<file path="config.mk">
export PLATFORM = sky130hd
export DESIGN_NAME = pgn_byte_tokenizer_top_flat
export DESIGN_NICKNAME = d
export VERILOG_FILES = /design/src/pbt_pkg.sv /design/src/pbt_req_if.sv /design/src/pbt_rsp_if.sv /design/src/pbt_front.sv /design/src/pbt_queue.sv /design/src/pbt_back.sv /design/src/pgn_byte_tokenizer_top.sv /design/src/flat_wrapper.sv
export SDC_FILE = /design/constraint.sdc
export NUM_CORES = 1
export LEC_CHECK = 0
export ABC_CLOCK_PERIOD_IN_PS = 10770
export BUFFER_PORTS_ARGS = -buffer_cell sky130_fd_sc_hd__buf_2
export CELL_PAD_IN_SITES_DETAIL_PLACEMENT = 1
export CELL_PAD_IN_SITES_GLOBAL_PLACEMENT = 1
export CORE_MARGIN = 5
export CORE_UTILIZATION = 41
export DETAILED_ROUTE_END_ITERATION = 8
export PLACE_DENSITY = 0.73
export SYNTH_ARGS = -nofsm -noshare
export SYNTH_HDL_FRONTEND = slang
export SYNTH_SLANG_ARGS = --single-unit
</file>
<file path="constraint.sdc">
create_clock -name clock -period 10.77 [get_ports clock]
set_clock_uncertainty 0.1 [all_clocks]
set_input_delay 0 -clock clock [delete_from_list [all_inputs] [get_ports clock]]
set_output_delay 0 -clock clock [all_outputs]
set_load 0.01 [all_outputs]
</file>
<file path="src/pbt_pkg.sv">
// ----------------------------------------------------------------------------
// pbt_pkg
// Shared types, character codes and byte classifiers for the PGN tokenizer.
// ----------------------------------------------------------------------------
package pbt_pkg;

   // lexer mode between bytes
   typedef enum logic [1:0] {
      MODE_IDLE   = 2'd0,
      MODE_STRING = 2'd1,
      MODE_NAG    = 2'd2,
      MODE_WORD   = 2'd3
   } mode_type;

   // token kinds as they appear on the result channel
   typedef enum logic [3:0] {
      KIND_STRING   = 4'd0,
      KIND_PERIOD   = 4'd1,
      KIND_ASTERISK = 4'd2,
      KIND_LBRACKET = 4'd3,
      KIND_RBRACKET = 4'd4,
      KIND_LPAREN   = 4'd5,
      KIND_RPAREN   = 4'd6,
      KIND_LANGLE   = 4'd7,
      KIND_RANGLE   = 4'd8,
      KIND_NAG      = 4'd9,
      KIND_INTEGER  = 4'd10,
      KIND_SYMBOL   = 4'd11,
      KIND_END      = 4'd12
   } kind_type;

   // character codes
   localparam logic [7:0] CH_BACKSLASH = 8'h5C;
   localparam logic [7:0] CH_QUOTE     = 8'h22;
   localparam logic [7:0] CH_DOLLAR    = 8'h24;
   localparam logic [7:0] CH_UNDERLINE = 8'h5F;
   localparam logic [7:0] CH_PLUS      = 8'h2B;
   localparam logic [7:0] CH_HASH      = 8'h23;
   localparam logic [7:0] CH_EQUAL     = 8'h3D;
   localparam logic [7:0] CH_COLON     = 8'h3A;
   localparam logic [7:0] CH_MINUS     = 8'h2D;
   localparam logic [7:0] CH_SLASH     = 8'h2F;
   localparam logic [7:0] CH_PERIOD    = 8'h2E;
   localparam logic [7:0] CH_ASTERISK  = 8'h2A;
   localparam logic [7:0] CH_LBRACKET  = 8'h5B;
   localparam logic [7:0] CH_RBRACKET  = 8'h5D;
   localparam logic [7:0] CH_LPAREN    = 8'h28;
   localparam logic [7:0] CH_RPAREN    = 8'h29;
   localparam logic [7:0] CH_LANGLE    = 8'h3C;
   localparam logic [7:0] CH_RANGLE    = 8'h3E;
   localparam logic [7:0] CH_SPACE     = 8'h20;

   localparam logic [7:0] LEN_MAX     = 8'd255;
   localparam logic [7:0] CAP_RESET   = 8'd255;
   localparam int         QUEUE_DEPTH = 4;
   localparam int         MAX_TOKENS  = 3;

   // one token
   typedef struct packed {
      logic [23:0] start;
      logic [7:0]  length;
      kind_type    kind;
   } tok_type;

   // all tokens caused by one byte
   typedef struct packed {
      logic [1:0]                   count;
      tok_type [MAX_TOKENS-1:0]     tok;
   } bundle_type;

   function automatic logic is_space(input logic [7:0] b);
      return (b == CH_SPACE) || (b >= 8'h09 && b <= 8'h0D);
   endfunction

   function automatic logic is_digit(input logic [7:0] b);
      return b >= 8'h30 && b <= 8'h39;
   endfunction

   function automatic logic is_alpha(input logic [7:0] b);
      return (b >= 8'h41 && b <= 8'h5A) || (b >= 8'h61 && b <= 8'h7A);
   endfunction

   function automatic logic is_word_mark(input logic [7:0] b);
      return b == CH_UNDERLINE || b == CH_PLUS || b == CH_HASH || b == CH_EQUAL ||
             b == CH_COLON || b == CH_MINUS || b == CH_SLASH;
   endfunction

   // single-byte punctuation; KIND_STRING means none
   function automatic kind_type punct_kind(input logic [7:0] b);
      kind_type k;
      unique case (b)
         CH_PERIOD:   k = KIND_PERIOD;
         CH_ASTERISK: k = KIND_ASTERISK;
         CH_LBRACKET: k = KIND_LBRACKET;
         CH_RBRACKET: k = KIND_RBRACKET;
         CH_LPAREN:   k = KIND_LPAREN;
         CH_RPAREN:   k = KIND_RPAREN;
         CH_LANGLE:   k = KIND_LANGLE;
         CH_RANGLE:   k = KIND_RANGLE;
         default:     k = KIND_STRING;
      endcase
      return k;
   endfunction

   function automatic logic [7:0] sat_inc(input logic [7:0] len);
      return (len == LEN_MAX) ? LEN_MAX : len + 8'd1;
   endfunction

endpackage

</file>
<file path="src/pbt_req_if.sv">
// ----------------------------------------------------------------------------
// pbt_req_if
// Byte channel into the tokenizer: one text byte and its end-of-text flag.
// ----------------------------------------------------------------------------
interface pbt_req_if;
   logic       valid;
   logic       ready;
   logic [7:0] text_byte;
   logic       last_byte;

   modport source (output valid, output text_byte, output last_byte, input ready);
   modport sink   (input valid, input text_byte, input last_byte, output ready);
endinterface

</file>
<file path="src/pbt_rsp_if.sv">
// ----------------------------------------------------------------------------
// pbt_rsp_if
// Token channel out of the tokenizer.
// ----------------------------------------------------------------------------
interface pbt_rsp_if;
   logic        valid;
   logic        ready;
   logic [23:0] token_start;
   logic [7:0]  token_length;
   logic [3:0]  token_kind;
   logic        last_of_run;

   modport source (output valid, output token_start, output token_length,
                   output token_kind, output last_of_run, input ready);
   modport sink   (input valid, input token_start, input token_length,
                   input token_kind, input last_of_run, output ready);
endinterface

</file>
<file path="src/pbt_front.sv">
// ----------------------------------------------------------------------------
// pbt_front
// Lexer front end: classifies each accepted byte, updates the lexer state and
// builds the bundle of up to three tokens that the byte causes.
// ----------------------------------------------------------------------------
module pbt_front import pbt_pkg::*; #(
   parameter int POSITION_BITS = 24
) (
   input  logic       clock,
   input  logic       reset,
   input  logic       accept,
   input  logic [7:0] text_byte,
   input  logic       last_byte,
   input  logic [7:0] max_len,
   output bundle_type bundle
);

   mode_type                 mode_ff, mode_in;
   logic                     esc_ff, esc_in;
   logic [POSITION_BITS-1:0] pos_ff, pos_in;
   logic [POSITION_BITS-1:0] ostart_ff, ostart_in;
   logic [7:0]               olen_ff, olen_in;
   logic                     dig_ff, dig_in;

   // outcome of lexing the byte from the idle mode
   logic     id_emit, id_open, id_word, id_dig;
   tok_type  id_tok;
   mode_type id_mode;
   kind_type id_kind, pk;
   logic [23:0] pos_start, next_start;
   logic [POSITION_BITS-1:0] pos_next;
   logic [7:0] len_inc;
   logic       relex, closed;
   bundle_type bun;

   function automatic logic [23:0] to_start(input logic [31:0] p);
      return p[23:0];
   endfunction

   function automatic bundle_type put(input bundle_type b, input tok_type t);
      bundle_type r;
      r = b;
      r.tok[b.count] = t;
      r.count = b.count + 2'd1;
      return r;
   endfunction

   assign pos_next   = pos_ff + POSITION_BITS'(1);
   assign pos_start  = to_start(32'(pos_ff));
   assign next_start = to_start(32'(pos_next));
   assign len_inc    = sat_inc(olen_ff);
   assign pk         = punct_kind(text_byte);

   // idle-mode lexing of the current byte
   always_comb begin
      id_emit = 1'b0;
      id_open = 1'b0;
      id_word = 1'b0;
      id_dig  = is_digit(text_byte);
      id_mode = MODE_IDLE;
      id_kind = KIND_SYMBOL;
      id_tok  = '{start: pos_start, length: 8'd1, kind: pk};
      if (is_space(text_byte)) begin
         id_emit = 1'b0;
      end else if (pk != KIND_STRING) begin
         id_emit = 1'b1;
      end else if (text_byte == CH_QUOTE || text_byte == CH_DOLLAR ||
                   is_digit(text_byte) || is_alpha(text_byte)) begin
         id_open = 1'b1;
         if (text_byte == CH_QUOTE) begin
            id_mode = MODE_STRING;
            id_kind = KIND_STRING;
         end else if (text_byte == CH_DOLLAR) begin
            id_mode = MODE_NAG;
            id_kind = KIND_NAG;
         end else begin
            id_mode = MODE_WORD;
            id_word = 1'b1;
            id_kind = id_dig ? KIND_INTEGER : KIND_SYMBOL;
         end
         // a cap of one or less closes the new token at once (never a NAG)
         if (text_byte != CH_DOLLAR && max_len <= 8'd1) begin
            id_emit = 1'b1;
            id_tok  = '{start: pos_start, length: 8'd1, kind: id_kind};
            id_mode = MODE_IDLE;
         end
      end
   end

   // lexer state update and token bundle
   always_comb begin
      mode_in   = mode_ff;
      esc_in    = esc_ff;
      ostart_in = ostart_ff;
      olen_in   = olen_ff;
      dig_in    = dig_ff;
      pos_in    = pos_next;
      relex     = 1'b0;
      closed    = 1'b0;
      bun       = '0;

      unique case (mode_ff)
         MODE_STRING: begin
            olen_in = len_inc;
            if (esc_ff) begin
               esc_in = 1'b0;
            end else if (text_byte == CH_BACKSLASH) begin
               esc_in = 1'b1;
            end else if (text_byte == CH_QUOTE) begin
               closed = 1'b1;
            end
            if (closed || len_inc >= max_len) begin
               bun     = put(bun, '{start: to_start(32'(ostart_ff)), length: len_inc,
                                    kind: KIND_STRING});
               mode_in = MODE_IDLE;
               esc_in  = 1'b0;
            end
         end
         MODE_NAG: begin
            if (is_space(text_byte) || is_digit(text_byte)) begin
               olen_in = len_inc;
            end else begin
               bun     = put(bun, '{start: to_start(32'(ostart_ff)), length: olen_ff,
                                    kind: KIND_NAG});
               mode_in = MODE_IDLE;
               esc_in  = 1'b0;
               relex   = 1'b1;
            end
         end
         MODE_WORD: begin
            if (is_digit(text_byte) || is_alpha(text_byte) || is_word_mark(text_byte)) begin
               olen_in = len_inc;
               dig_in  = dig_ff & is_digit(text_byte);
               if (len_inc >= max_len) begin
                  bun     = put(bun, '{start: to_start(32'(ostart_ff)), length: len_inc,
                                       kind: dig_in ? KIND_INTEGER : KIND_SYMBOL});
                  mode_in = MODE_IDLE;
                  esc_in  = 1'b0;
               end
            end else begin
               bun     = put(bun, '{start: to_start(32'(ostart_ff)), length: olen_ff,
                                    kind: dig_ff ? KIND_INTEGER : KIND_SYMBOL});
               mode_in = MODE_IDLE;
               esc_in  = 1'b0;
               relex   = 1'b1;
            end
         end
         default: begin
            relex = 1'b1;
         end
      endcase

      // the byte that ended a NAG or word, or a byte met in idle mode, is lexed from idle
      if (relex) begin
         if (id_emit) begin
            bun = put(bun, id_tok);
         end
         mode_in = id_mode;
         if (id_open) begin
            ostart_in = pos_ff;
            olen_in   = 8'd1;
            esc_in    = 1'b0;
            if (id_word) begin
               dig_in = id_dig;
            end
         end
      end

      // end of text: flush the open token, then the end marker
      if (last_byte) begin
         if (mode_in != MODE_IDLE) begin
            bun = put(bun, '{start: to_start(32'(ostart_in)), length: olen_in,
                             kind: (mode_in == MODE_STRING) ? KIND_STRING :
                                   (mode_in == MODE_NAG) ? KIND_NAG :
                                   dig_in ? KIND_INTEGER : KIND_SYMBOL});
         end
         bun       = put(bun, '{start: next_start, length: 8'd0, kind: KIND_END});
         mode_in   = MODE_IDLE;
         esc_in    = 1'b0;
         pos_in    = '0;
         ostart_in = '0;
         olen_in   = 8'd0;
         dig_in    = 1'b0;
      end
   end

   assign bundle = bun;

   // lexer state registers
   always_ff @(posedge clock) begin
      if (reset) begin
         mode_ff   <= MODE_IDLE;
         esc_ff    <= 1'b0;
         pos_ff    <= '0;
         ostart_ff <= '0;
         olen_ff   <= 8'd0;
         dig_ff    <= 1'b0;
      end else if (accept) begin
         mode_ff   <= mode_in;
         esc_ff    <= esc_in;
         pos_ff    <= pos_in;
         ostart_ff <= ostart_in;
         olen_ff   <= olen_in;
         dig_ff    <= dig_in;
      end
   end

   // end of text always restarts the lexer at offset zero
   a_restart: assert property (@(posedge clock) disable iff (reset)
      accept && last_byte |=> mode_ff == MODE_IDLE && pos_ff == '0 && !esc_ff)
      else $error("lexer not restarted after end of text");

   // escapes only live inside strings
   a_esc_mode: assert property (@(posedge clock) disable iff (reset)
      esc_ff |-> mode_ff == MODE_STRING)
      else $error("escape pending outside a string");

endmodule

</file>
<file path="src/pbt_queue.sv">
// ----------------------------------------------------------------------------
// pbt_queue
// Small queue of token bundles between the lexer and the output stage.
// ----------------------------------------------------------------------------
module pbt_queue import pbt_pkg::*; #(
   parameter int DEPTH = 4
) (
   input  logic       clock,
   input  logic       reset,
   input  logic       push,
   input  bundle_type push_data,
   input  logic       pop,
   output bundle_type head,
   output logic       empty,
   output logic       full
);

   localparam int PW = (DEPTH > 1) ? $clog2(DEPTH) : 1;
   localparam int CW = $clog2(DEPTH + 1);

   bundle_type          mem_ff [DEPTH];
   logic [PW-1:0]       wr_ff, wr_in, rd_ff, rd_in;
   logic [CW-1:0]       cnt_ff, cnt_in;

   assign empty = (cnt_ff == CW'(0));
   assign full  = (cnt_ff == CW'(DEPTH));
   assign head  = mem_ff[rd_ff];

   // pointer and fill count update
   always_comb begin
      wr_in  = wr_ff;
      rd_in  = rd_ff;
      cnt_in = cnt_ff;
      if (push) begin
         wr_in = (wr_ff == PW'(DEPTH - 1)) ? '0 : wr_ff + PW'(1);
      end
      if (pop) begin
         rd_in = (rd_ff == PW'(DEPTH - 1)) ? '0 : rd_ff + PW'(1);
      end
      if (push && !pop) begin
         cnt_in = cnt_ff + CW'(1);
      end else if (pop && !push) begin
         cnt_in = cnt_ff - CW'(1);
      end
   end

   always_ff @(posedge clock) begin
      if (reset) begin
         wr_ff  <= '0;
         rd_ff  <= '0;
         cnt_ff <= '0;
      end else begin
         wr_ff  <= wr_in;
         rd_ff  <= rd_in;
         cnt_ff <= cnt_in;
      end
   end

   // storage
   always_ff @(posedge clock) begin
      if (push) begin
         mem_ff[wr_ff] <= push_data;
      end
   end

   a_no_overflow: assert property (@(posedge clock) disable iff (reset)
      !(push && full))
      else $error("bundle pushed into a full queue");

   a_no_underflow: assert property (@(posedge clock) disable iff (reset)
      !(pop && empty))
      else $error("bundle popped from an empty queue");

endmodule

</file>
<file path="src/pbt_back.sv">
// ----------------------------------------------------------------------------
// pbt_back
// Output stage: unpacks queued bundles and sends one token per cycle, while
// rsp is ready and the queue is not empty, through an output register.
// ----------------------------------------------------------------------------
module pbt_back import pbt_pkg::*; (
   input  logic         clock,
   input  logic         reset,
   input  bundle_type   head,
   input  logic         empty,
   output logic         pop,
   pbt_rsp_if.source    rsp
);

   logic [1:0] idx_ff, idx_in;
   logic       valid_ff, valid_in;
   tok_type    tok_ff;
   logic       last_ff;
   logic       load, at_last;

   assign load    = !empty && (!valid_ff || rsp.ready);
   assign at_last = (idx_ff == head.count - 2'd1);
   assign pop     = load && at_last;

   // token index within the head bundle, output valid
   always_comb begin
      idx_in   = idx_ff;
      valid_in = valid_ff;
      if (load) begin
         idx_in   = at_last ? 2'd0 : idx_ff + 2'd1;
         valid_in = 1'b1;
      end else if (rsp.ready) begin
         valid_in = 1'b0;
      end
   end

   always_ff @(posedge clock) begin
      if (reset) begin
         idx_ff   <= 2'd0;
         valid_ff <= 1'b0;
      end else begin
         idx_ff   <= idx_in;
         valid_ff <= valid_in;
      end
   end

   // output payload register
   always_ff @(posedge clock) begin
      if (load) begin
         tok_ff  <= head.tok[idx_ff];
         last_ff <= at_last;
      end
   end

   assign rsp.valid        = valid_ff;
   assign rsp.token_start  = tok_ff.start;
   assign rsp.token_length = tok_ff.length;
   assign rsp.token_kind   = tok_ff.kind;
   assign rsp.last_of_run  = last_ff;

   a_idx_range: assert property (@(posedge clock) disable iff (reset)
      !empty |-> idx_ff < head.count)
      else $error("token index past the end of its bundle");

endmodule

</file>
<file path="src/pgn_byte_tokenizer_top.sv">
// ----------------------------------------------------------------------------
// pgn_byte_tokenizer_top
// PGN text tokenizer: bytes in, tokens (start, length, kind) out.
// ----------------------------------------------------------------------------
// The block takes one text byte per clock cycle on req while the queue has
// room, and gives tokens on rsp, one token per cycle while rsp is ready. The
// first token of a byte passes through the queue and then the output
// register before it is valid on rsp.
// The lexer decides every byte combinationally; the tokens a byte causes
// (up to three: a closed token, a punctuation or capped token, an end marker)
// travel as one bundle through a four-entry queue to the output register.
// Bytes are taken back to back as long as that queue has room, so the
// sustained byte rate is one per cycle while bytes produce at most one token
// on average; bursts of multi-token bytes are absorbed by the queue and
// otherwise limited by the one-token-per-cycle output register.
// max_token_length sits at byte address 0 of the register port and may only
// be written while no text is in flight.
// ----------------------------------------------------------------------------
module pgn_byte_tokenizer_top import pbt_pkg::*; #(
   parameter int POSITION_BITS = 24
) (
   input  logic        clock,
   input  logic        reset,
   pbt_req_if.sink     req,
   pbt_rsp_if.source   rsp,
   input  logic        psel,
   input  logic        penable,
   input  logic        pwrite,
   input  logic [2:0]  paddr,
   input  logic [31:0] pwdata,
   output logic [31:0] prdata,
   output logic        pready
);

   logic       cap_sel;
   logic [7:0] cap_ff;
   logic       accept, push, pop, q_empty, q_full;
   bundle_type bundle, head;

   // register port
   assign pready  = 1'b1;
   assign cap_sel = (paddr[2] == 1'b0);
   assign prdata  = cap_sel ? {24'd0, cap_ff} : 32'd0;

   always_ff @(posedge clock) begin
      if (reset) begin
         cap_ff <= CAP_RESET;
      end else if (psel && penable && pwrite && cap_sel) begin
         cap_ff <= pwdata[7:0];
      end
   end

   // bytes are taken whenever the queue can hold another bundle
   assign req.ready = !q_full;
   assign accept    = req.valid && req.ready;
   assign push      = accept && (bundle.count != 2'd0);

   pbt_front #(
      .POSITION_BITS (POSITION_BITS)
   ) u_front (
      .clock     (clock),
      .reset     (reset),
      .accept    (accept),
      .text_byte (req.text_byte),
      .last_byte (req.last_byte),
      .max_len   (cap_ff),
      .bundle    (bundle)
   );

   pbt_queue #(
      .DEPTH (QUEUE_DEPTH)
   ) u_queue (
      .clock     (clock),
      .reset     (reset),
      .push      (push),
      .push_data (bundle),
      .pop       (pop),
      .head      (head),
      .empty     (q_empty),
      .full      (q_full)
   );

   pbt_back u_back (
      .clock (clock),
      .reset (reset),
      .head  (head),
      .empty (q_empty),
      .pop   (pop),
      .rsp   (rsp)
   );

endmodule
</file>
<file path="src/flat_wrapper.sv">
// flat-port wrapper written by rule: the top's interface ports become plain ports
module pgn_byte_tokenizer_top_flat import pbt_pkg::*;
#(
   parameter int POSITION_BITS = 24
)
  (clock, reset, psel, penable, pwrite, paddr, pwdata, prdata, pready, req_valid, req_text_byte, req_last_byte, req_ready, rsp_valid, rsp_token_start, rsp_token_length, rsp_token_kind, rsp_last_of_run, rsp_ready);
  pbt_req_if req_i ();
  pbt_rsp_if rsp_i ();
  input  logic clock;
  input  logic reset;
  input  logic psel;
  input  logic penable;
  input  logic pwrite;
  input  logic [2:0] paddr;
  input  logic [31:0] pwdata;
  output logic [31:0] prdata;
  output logic pready;
  input wire logic [$bits(req_i.valid)-1:0] req_valid;
  input wire logic [$bits(req_i.text_byte)-1:0] req_text_byte;
  input wire logic [$bits(req_i.last_byte)-1:0] req_last_byte;
  output wire logic [$bits(req_i.ready)-1:0] req_ready;
  output wire logic [$bits(rsp_i.valid)-1:0] rsp_valid;
  output wire logic [$bits(rsp_i.token_start)-1:0] rsp_token_start;
  output wire logic [$bits(rsp_i.token_length)-1:0] rsp_token_length;
  output wire logic [$bits(rsp_i.token_kind)-1:0] rsp_token_kind;
  output wire logic [$bits(rsp_i.last_of_run)-1:0] rsp_last_of_run;
  input wire logic [$bits(rsp_i.ready)-1:0] rsp_ready;
  assign req_i.valid = req_valid;
  assign req_i.text_byte = req_text_byte;
  assign req_i.last_byte = req_last_byte;
  assign req_ready = req_i.ready;
  assign rsp_valid = rsp_i.valid;
  assign rsp_token_start = rsp_i.token_start;
  assign rsp_token_length = rsp_i.token_length;
  assign rsp_token_kind = rsp_i.token_kind;
  assign rsp_last_of_run = rsp_i.last_of_run;
  assign rsp_i.ready = rsp_ready;
  pgn_byte_tokenizer_top #(.POSITION_BITS(POSITION_BITS)) u_core (.clock(clock), .reset(reset), .req(req_i), .rsp(rsp_i), .psel(psel), .penable(penable), .pwrite(pwrite), .paddr(paddr), .pwdata(pwdata), .prdata(prdata), .pready(pready));
endmodule
</file>
# --- Word-level counts from Yosys, hierarchy flattened ---
# Memories as Yosys holds them, arrays and structs flattened. A register that Yosys moved wholly into a read port is not among the register bits.
# Cells that the tools add are included.
word_totals:
  register_bits: 115
  latchBits: 0
  ramBits: 440
  rom_bits: 0
  input_bits: 51
  out_inout_bits: 72
  elab_cells: 226
  memories: 1
classes:
  add_sub_neg: 11
  mul: 0
  div: 0
  magnitude_cmp: 17
  n_eq_ne: 30
  n_shift: 0
  n_mux: 105
  bitwise_logic: 2
  n_reduce_logical: 44
mem_list:
  columns: ["memory", "words", "word_bits", "read_ports", "rd_clocked_by_memory_dff", "write_ports", "line", "source"]
  rows:
  - ["u_core.u_queue.mem_ff", 4, 110, 1, 1, 1, "pbt_queue.sv:21", "bundle_type mem_ff [DEPTH];"]
ops:
  columns: ["op", "count"]
  rows:
  - ["two-way mux 110 bit", 6]
  - ["one-hot mux 110 bit (3 select lines)", 1]
  - ["two-way mux 109 bit", 3]
  - ["bitwise mux 108 bit", 3]
  - ["demux 36 bit (select 2 bit)", 3]
  - ["two-way mux 36 bit", 4]
  - ["== test 8 x 6 -> 1 bit (second input constant)", 15]
  - ["two-way mux 24 bit", 4]
  - ["binary-select mux 36 bit (select 2 bit)", 1]
  - ["two-way mux 8 bit", 7]
  - ["two-way mux 1 bit", 42]
  - ["two-way mux 2 bit", 18]
  - ["== test 8 x 7 -> 1 bit (second input constant)", 4]
  - ["one-hot mux 4 bit (8 select lines)", 1]
  - ["adder 24 x 1 -> 24 bit (second input constant)", 1]
  - ["two-way mux 4 bit", 6]
  - ["one-hot mux 8 bit (3 select lines)", 1]
  - ["logical AND 1 bit", 17]
  - [">= comparator 8 x 7 -> 1 bit (second input constant)", 2]
  - ["less-or-equal comparator 8 x 7 -> 1 bit (second input constant)", 2]
  - ["logical OR 1 bit", 16]
  - ["adder 2 x 1 -> 2 bit (second input constant)", 6]
  - ["less-than comparator 2 x 3 -> 1 bit (second input constant)", 4]
  - ["== test 2 bit (second input constant)", 5]
  - ["25 further kinds", 37]

# --- Logic depth before layout (Yosys ltp) ---
logic_depth:
  ltp_word: 36
  mapped_depth: 29
  mapped_depth_nobuf: 28

# --- Hierarchy ---
# A second synthesis with hierarchy kept.
hier_totals:
  hier_cells: 1766
  hier_area_um2: 25411.9
modules_own_cells:
  columns: ["mod", "instances", "cells_each", "area_per_inst_um2", "seq_area_each_um2"]
  rows:
  - ["pbt_queue", 1, 618, 16316.9, 13392.8]
  - ["pbt_front", 1, 893, 6442.4, 1201.2]
  - ["pbt_back", 1, 181, 2039.5, 1171.1]
  - ["pgn_byte_tokenizer_top", 1, 74, 613.1, 160.2]

# --- Worst setup path before layout ---
# Ideal clock, no wire load.
synth_timing:
  path_kind: "register to register"
  from: "register u_core.u_front.olen_ff[0]"
  to: "memory u_core.u_queue.mem_ff[0][0] (netlist bit), enable pin"
  setup_ps: 482
  arrival_ps: 7669
  required_ps: 10188
  setup_slack_ps: 2519
  path_stages_with_launch: 23
  n_path_buf: 1
  synth_period_minus_slack_ps: 8251
  cell_sequence: "dfxtp_1 ha_1 and3_1 clkbuf_1 nand4_1 and2_1 inv_1 ha_1 a211oi_1 o21ai_0 a221oi_1 o21ai_1 a21o_2 ha_1 o211a_1 a211oi_4 ha_1 a21o_1 inv_1 ha_1 a31o_2 nor2_2 and2_1"
synth_via:
  elab_chain_len: 18
synth_lines:
  columns: ["element", "line", "source"]
  rows:
  - ["start, declared", "pbt_front.sv:22", "logic [7:0] olen_ff, olen_in;"]
  - ["start signal, assigned", "pbt_front.sv:203", "olen_ff <= olen_in;"]
  - ["adder 8 x 1 -> 8 bit or == test 8 bit (tied branches)", "pbt_pkg.sv:106", "return (len == LEN_MAX) ? LEN_MAX : len + 8'd1;"]
  - ["two-way mux 8 bit (*)", "pbt_pkg.sv:106", null]
  - [">= comparator 8 bit (*)", "pbt_front.sv:112, pbt_front.sv:134", null]
  - ["two-way mux 109 bit or logical OR 1 bit (tied branches)", "pbt_front.sv:134, pbt_front.sv:112", null]
  - ["two-way mux 110 bit or two-way mux 109 bit (tied branches)", "pbt_front.sv:131, pbt_front.sv:112", null]
  - ["one-hot mux 110 bit (3 select lines)", "pbt_front.sv:102", "unique case (mode_ff)"]
  - ["adder 2 x 1 -> 2 bit", "pbt_front.sv:44", "r.count = b.count + 2'd1;"]
  - ["two-way mux 110 bit", "pbt_front.sv:155", "if (id_emit) begin"]
  - ["[3 not listed]", null, null]
  - ["two-way mux 110 bit", "pbt_front.sv:170", "if (last_byte) begin"]
  - ["adder 2 x 1 -> 2 bit", "pbt_front.sv:44", null]
  - ["two-way mux 110 bit (*)", "pbt_front.sv:170", null]
  - ["nonzero test 2 bit (*)", "pgn_byte_tokenizer_top.sv:56", "assign push = accept && (bundle.count != 2'd0);"]
  - ["logical AND 1 bit (*)", "pgn_byte_tokenizer_top.sv:56", null]
  - ["via u_core.push", "pgn_byte_tokenizer_top.sv:37", "logic accept, push, pop, q_empty, q_full;"]
  - ["two-way mux 1 bit (*)", "pbt_queue.sv:61", "if (push) begin"]
  - ["two-way mux 1 bit (not written as such) (*)", "pbt_queue.sv:62", "mem_ff[wr_ff] <= push_data;"]
  - ["end, declared", "pbt_queue.sv:21", null]
# Mark *: on every way through the listed nets, which the timed path passes. The rest lies on a longest branch. The select of a mux whose other input is x is not followed.

==> impl_metrics.tcl <==
set metrics [dict create \
    setup_viol 0 \
    fill_cells 5957 \
    min_period_ps 7960 \
    synth_top_area_frac 0.572 \
    ys_top_cells_by_count "477 x edfxtp_1, 173 x nor2_1, 110 x mux4_2" \
    placedCellCount 2523 \
    synth_seq_cells 557 \
    cpPeakStageDelay_ps 810 \
    end_kind "flip-flop" \
    area_delta_synth_final_pct 12.3 \
    drt-total-wl_um 65900 \
    port_buffers 71 \
    synthTopCellsByArea "edfxtp_1 57%, mux4_2 9.9%, dfxtp_1 6.4%" \
    die_h_um 257 \
    synth_cells 1774 \
    synth_top_cell_by_area "edfxtp_1" \
    start_util 0.414 \
    power_density_nw_per_um2 202 \
    htree_levels 2 \
    final-max-slew-violation-count 0 \
    gp_congestion 0.830 \
    core.rowCount 90 \
    syn-cell-area_sq_um 25000 \
    dieArea_sq_um 66100 \
    synth_seq_area_share 0.636 \
    critPathRequiredTime_ps 11130 \
    synth_edf_count 477 \
    drcViolationCount 0 \
    peakVddDrop_mv 0.124 \
    synthArstFlopShare 0 \
    fin_nets 1902 \
    vias 15800 \
    cts_sinks 557 \
    place_hpwl_um 39200 \
    grt_usage 0.195 \
    p_leak_nw 9.56 \
    synth_flop_cell "edfxtp_1" \
    drive_gt1_frac 0.181 \
    worst_ep_arrival_time_ps 8320 \
    crit_type "reg2reg" \
    holdWs_ps 35.2 \
    fp.coreArea_sq_um 60500 \
    status "complete, no violations" \
    grt_pass1_vias 16800 \
    first_iter_violations 1432 \
    cp-start-kind "flip-flop" \
    finalHoldViolations 0 \
    grt_max_degree 74 \
    relSlewSlack 0.145 \
    overflow 0 \
    power_mw 5.68 \
    min_path_type "in2reg" \
    cts_buffer_depth 3 \
    postSynthAreaPerCell_sq_um 14.1 \
    antenna_found_initial 1 \
    viasPerCell 5.95 \
    yosys_warnings 0 \
    clock_latency_ps 630 \
    critPathMaxFanout 28 \
    synth_most_common_cell "edfxtp_1" \
    final_cell_count_no_fill 2654 \
    rsz0062_at_grt "false" \
    io_pins 123 \
    crit_slowest_cell "o22ai_2" \
    dr.pass1.iters 5 \
    die_w_um 257 \
    clk_pin_slew_worst_paths_ps 70 \
    netlist-cell-type-count 86 \
    worst_pin_slew_ps 1280 \
    cts_tree "done" \
    tns_ps 0 \
    max_freq_mhz 126 \
    wire_per_inst_um 24.8 \
    cpMostUsedCell "ha_1" \
    grt_first_pass_wirelength_um 101000 \
    cts_made_buffers 55 \
    cts_setup_buffers 0 \
    cap_violations 0 \
    finalCritPeriodShare 0.739 \
    root_buffer "clkbuf_16" \
    antenna_left 0 \
]
==> cell type report <==
class / count / area (sq um) / area share
Sequential cell: 557 / 15900 / 0.566
Clock buffer: 64 / 1430 / 0.0508
Multi-Input combinational cell: 1040 / 8330 / 0.296
Tap cell: 782 / 978 / 0.0348
Inverter: 40 / 150 / 0.00534
Timing Repair Buffer: 130 / 863 / 0.0307
Antenna cell: 1 / 2.50 / 0.0000889
Clock inverter: 40 / 448 / 0.0159
==> critical path: cells and delay by family, from the launching register on <==
family | cells | cell delay, ps
and+or+nand+nor | 7 | 1860
adders and majority gates | 5 | 1430
AOI/OAI and AO/OA | 9 | 2560
DFF | 1 | 490
buffers and inverters | 6 | 1340
==> path summary, 6_finish.rpt <==
kind / depth (start not counted) / slack (ps) / from / endpoint
max: 27 / 2810 / u_core.u_front.olen_ff[0]$_SDFFE_PP0P_ / u_core.u_queue.mem_ff[0][49]$_DFFE_PP_
min: 4 / 40 / penable / u_core.cap_ff[6]$_SDFFE_PP1P_
max reg2reg: 27 / 2810 / u_core.u_front.olen_ff[0]$_SDFFE_PP0P_ / u_core.u_queue.mem_ff[0][49]$_DFFE_PP_
min reg2reg: 2 / 390 / u_core.u_back.rsp.valid$_SDFFE_PP0P_ / u_core.u_back.rsp.valid$_SDFFE_PP0P_
==> what timing repair did <==
action | in CTS | in global routing
endpoints found under the hold margin | 71 | 0
gates resized for setup | 0 | 0
hold buffers | 26 | 0
==> placed cells by master (no fill, tap or decap), types with 55 or more instances in the layout <==
cell type	count
clkbuf_16	55
o21ai_0	94
a21oi_1	58
mux4_2	110
mux2i_1	65
nand2_1	106
dfxtp_1	78
buf_2	71
edfxtp_1	477
nor2_1	173
==> state kept, by name, indices dropped and copies added, names as in the netlist, 3 cells and up, named ones only <==
register	flops
u_core.u_front.olen_ff	8
u_core.u_back.rsp.token_kind	4
u_core.cap_ff	8
u_core.u_back.rsp.token_length	8
u_core.u_back.rsp.token_start	24
u_core.u_queue.cnt_ff	3
u_core.u_front.pos_ff	24
u_core.u_front.ostart_ff	24
u_core.u_queue.mem_ff	440
==> per-layer routing <==
| metal | vias up | global-route usage | part of all wire |
|---|---|---|---|
| li1 | 6962 | - | - |
| met3 | 117 | 0.0300 | 0.054 |
| met1 | 8212 | 0.264 | 0.43 |
| met5 | - | 0 | 0 |
| met2 | 494 | 0.328 | 0.49 |
| met4 | 0 | 0.0556 | 0.026 |
==> through the flow <==
stage | utilization | cell area, sq um | setup WS [ps]
5_1_grt | 0.465 | 28100 | 2490
4_1_cts | 0.465 | 28100 | 2980
6_report | 0.465 | 28100 | 2810
3_5_place_dp | 0.430 | 26000 | 3040
3_3_place_gp | 0.430 | 26000 | 3150
2_1_floorplan | - | 25100 | 2520
==> where the power goes <==
part	total [mW]	internal [mW]	switching, mW
combinational	1.05	0.408	0.638
sequential	2.65	2.56	0.0816
clock	1.99	1.15	0.841
total	5.68	4.12	1.56
==> cells by family after synthesis <==
family	count (synthesis)	synth area share
compound gates	372	0.104
other cells	2	0.000300
buf+inv	200	0.0361
mux	175	0.125
simple gates	412	0.0750
flops	557	0.636
xor+xnor	29	0.0101
fa+ha+maj	27	0.0138
Power figures use the tool's default switching activity.
